`src/hdl/lzw_ram.sv`:
```
// Generic simple dual-port RAM with registered read.
`default_nettype none
module lzw_ram #(
	parameter int WIDTH = 8,
	parameter int DEPTH = 256
) (
	input  wire logic                     clk,
	input  wire logic                     we,
	input  wire logic [$clog2(DEPTH)-1:0] waddr,
	input  wire logic [WIDTH-1:0]         wdata,
	input  wire logic [$clog2(DEPTH)-1:0] raddr,
	output logic      [WIDTH-1:0]         rdata
);
	logic [WIDTH-1:0] mem [DEPTH];

	always_ff @(posedge clk) begin
		if (we) begin
			mem[waddr] <= wdata;
		end
		rdata <= mem[raddr];
	end
endmodule
`default_nettype wire

```
`config.mk`:
```
export PLATFORM = sky130hd
export DESIGN_NAME = lzw_ram
export DESIGN_NICKNAME = d
export VERILOG_FILES = /design/src/hdl/lzw_ram.sv
export SDC_FILE = /design/constraint.sdc
export NUM_CORES = 2
export LEC_CHECK = 0
export BUFFER_PORTS_ARGS = -buffer_cell sky130_fd_sc_hd__buf_2
export CORE_MARGIN = 1
export CORE_UTILIZATION = 55
export CTS_CLUSTER_SIZE = 40
export DETAILED_ROUTE_END_ITERATION = 8
export GPL_TIMING_DRIVEN = 0
export PLACE_DENSITY_LB_ADDON = 0.05
export SYNTH_ARGS = -nofsm -noshare
export SYNTH_HDL_FRONTEND = slang
export SYNTH_SLANG_ARGS = --single-unit
```
`constraint.sdc`:
```
create_clock -name clk -period 2.9 [get_ports clk]
set_clock_uncertainty 0.2 [all_clocks]
set_input_delay 0.29 -clock clk [delete_from_list [all_inputs] [get_ports clk]]
set_output_delay 0.29 -clock clk [all_outputs]
set_load 0.01 [all_outputs]
```
# Yosys cells after proc, flatten, opt, wreduce, memory -nomap -nowiden

Memories as Yosys holds them, arrays and structs flattened. A register that Yosys moved wholly into a read port is not among the register bits.
Cells that the tools add are included.

Multiplexer cells: 2

Operators with widths:

| cell             | number |
|---|---|
| 1-bit 2-to-1 mux | 2 |

Bits in registers: 0
Bits in writable memories: 2048
Output and inout port bits: 8
Memories kept: 1

Memories:

| memory | depth | width | read ports | clocked after memory_dff | write ports | line | text |
|---|---|---|---|---|---|---|---|
| mem    | 256   | 8     | 1          | 1                        | 1           | 14   | `logic [WIDTH-1:0] mem [DEPTH];` |

# Longest topological paths before layout

Depth after elaboration: 2
Mapped depth: 11
Gate-level depth less buffers: 6

# Least setup slack after synthesis

No wires, ideal clock.

Kind: input to register
Start: input raddr[0]
End: register rdata[2] (read register of mem)
Setup time: 131 ps
Arrival: 2097 ps
Slack: 472 ps
Stages on the path: 9
Path through: buf_6 -> buf_12 -> buf_8 -> buf_2 -> mux4_2 -> a22oi_1 -> a21oi_1 -> nor4_1 -> nor4_2

RTL lines:

| item        | line | text |
|---|---|---|
| from (decl) | 11   | `input wire logic [$clog2(DEPTH)-1:0] raddr,` |
| to (decl)   | 12   | `output logic [WIDTH-1:0] rdata` |

# Final worst setup path

Start: input waddr[0]
End: memory mem[89][2], enable pin

RTL lines:

| item        | line | text |
|---|---|---|
| from (decl) | 9    | `input wire logic [$clog2(DEPTH)-1:0] waddr,` |
| to (decl)   | 14   |  |

Straight into the memory's write port.

==> qor.txt <==
multi-input logic area = 17400 um^2
Fmax = 0.330 GHz
area share of the largest cell type after synthesis = 0.773
Tcrit/Tclk final = 1.05
most instantiated cells after synthesis = edfxtp_1 (2048), mux4_2 (454), nor2_1 (282), mux2i_1 (134), a22oi_1 (133)
CORE AREA = 143000 um^2
Place WS = -2720 ps
crit path time final = 3030 ps
register area share after synthesis = 0.775
DR pass1 iterations = 6
kind of critical path = in -> reg
post-synthesis net count = 3759
io pins = 34
Synth cell types = 55
root buffer cell = clkbuf_16
largest net degree at the start of global routing = 147
total chip power = 62.8 mW
gpl congestion = 0.980
failing checks = negative setup slack
M3 GR Usage = 0.0874
Filler cells = 9728
antenna violations before repair = 15
post-route ant nets = 0
clk_lat worst skew = 840 ps
max_slew headroom = 0.0366
Die X = 382 um
count of final hold-check violations = 0
Placed Area = 82400 um^2
Clock Tree Buf Depth = 3
CTS Sinks = 2056
number of synthesized register bits = 2056
Mapped Area = 79600 um^2
GRT Util Overall = 0.338
status = finished, violations left
count leader, synth = edfxtp_1
Async SR Flop Fraction = 0
final setup TNS = -27530 ps
routed vias/inst = 6.85
Worst setup SP type = input pin
# DRC = 0
Worst EP required = 3160 ps
max-cap check violation count = 0
layout cells sized above 1 = 0.283
most crowded layer after global routing = met2
grt total ovfl = 0
vias in the first global route = 41.1k
Fin Hold WS = 113 ps
Final Worst Setup Slack = -133 ps
Slew @ Worst Pin = 1450 ps
clock slew at reported path FFs = 60 ps
fin area = 90400 um^2
synth warn = 0
Setup crit end kind = flop
Worst EP arrival = 3290 ps
area leader, netlist = edfxtp_1
RSZ-0062 raised after global routing = yes
PwrDens = 694 nW/um^2
grt met1 use = 0.469
P&R area growth vs syn = 13.7%
Inst Count DP = 5674
first-pass GRT wire length = 331000 um
die area = 146000 um^2
Crit Path Max Fanout = 10
die height = 382 um
Max Slew Vio Count = 0
number of flops mapped to enable cells by yosys = 2048
Post-Layout Cell Count = 6076
Port Buffer Count = 26
Seq. cell area = 61700 um^2
ys flop type = edfxtp_1
endpoints failing setup = 435
initial core utilization = 0.554
cts bufs inserted = 202
Avg Inst Size Synth = 21.3 um^2
TritonCTS clock tree = built
maximum vdd drop = 614 uV
Routed wire per std cell = 40.2 um
path type of the worst min-delay path = in -> reg
post-synthesis instance total = 3733
DP HPWL = 163000 um
Util after Layout = 0.630
routed wire length = 244000 um
Pleak = 27.9 nW
most area-consuming cells after synthesis = edfxtp_1 (77%), mux4_2 (13%), mux2i_1 (1.7%)
H-tree levels = 4
vias after detailed routing = 41.6k
DR iter-0 viols = 5902
Placement Rows = 139
Total Nets Final = 4024
met2 Track Usage GR = 0.511
==> flip-flops by register name, indices dropped and copies added, names as in the netlist <==
register and count:
mem 2048, rdata 8
==> power by group <==
part	total, mW	switching (mW)	internal (mW)
combinational	3.73	2.59	1.14
clock	26.2	11.0	15.2
sequential	32.8	0.0238	32.8
total	62.8	13.6	49.1
==> cell type report <==
class                           instances  area share
Sequential cell                      2056       0.682
Multi-Input combinational cell       1442       0.192
Clock buffer                          238      0.0587
Tap cell                             1903      0.0263
Buffer                                231      0.0186
Clock inverter                        136      0.0142
Timing Repair Buffer                   63     0.00764
Antenna cell                            5    0.000138
Inverter                                2   0.0000830
==> path summary, 6_finish.rpt <==
path	depth (start not counted)	startpoint	slack, ps	end
min reg2reg	5	mem[55][5]	1140	rdata[5]
max	6	waddr[0]	-130	mem[89][2]
max reg2reg	6	mem[83][3]	80	rdata[3]
min	3	waddr[6]	110	mem[214][3]
==> routing by layer <==
metal  up-vias  share of wire
li1      16300              -
met2      2735           0.46
met5         -        0.00047
met1     22100           0.37
met3       473           0.11
met4        18          0.050
==> layout by cell type (no fill, tap or decap), drive strengths merged, types with 14 or more instances in the layout <==
master  synthesis  routed
bufinv          0      25
a22oi         133     133
a221oi         14      14
nor2          282     282
clkinv          1      96
nand3          34      34
nor3           22      22
a21oi          96      96
a211oi         16      16
nor2b          31      31
mux2i         134     134
o221ai         47      47
nor4           27      27
edfxtp       2048    2048
mux4          456     456
o22ai          28      28
buf           122     171
clkbuf        111     348
nand2          33      33
==> critical path, stage by stage <==
cell and delay, ps:
clkbuf_1 450, nor2b_1 200, clkbuf_1 480, nand3_1 470, clkbuf_2 700, nor2_2 670
==> timing repair <==
item                                    in CTS  in global routing
cloned                                       0                  0
buffers inserted                            15                  2
hold buffers                                 8                  0
pin swaps                                   15                  7
endpoints found under the setup margin     455                798
hold endpoints to repair                   919                  0
resized for setup                          248                129
==> cell families after synthesis <==
kind of cell / synth area share
simple gates: 0.0263
compound gates: 0.0342
buf+inv: 0.0183
mux: 0.146
flops: 0.775
No activity file was read; power rests on OpenSTA's default activity.
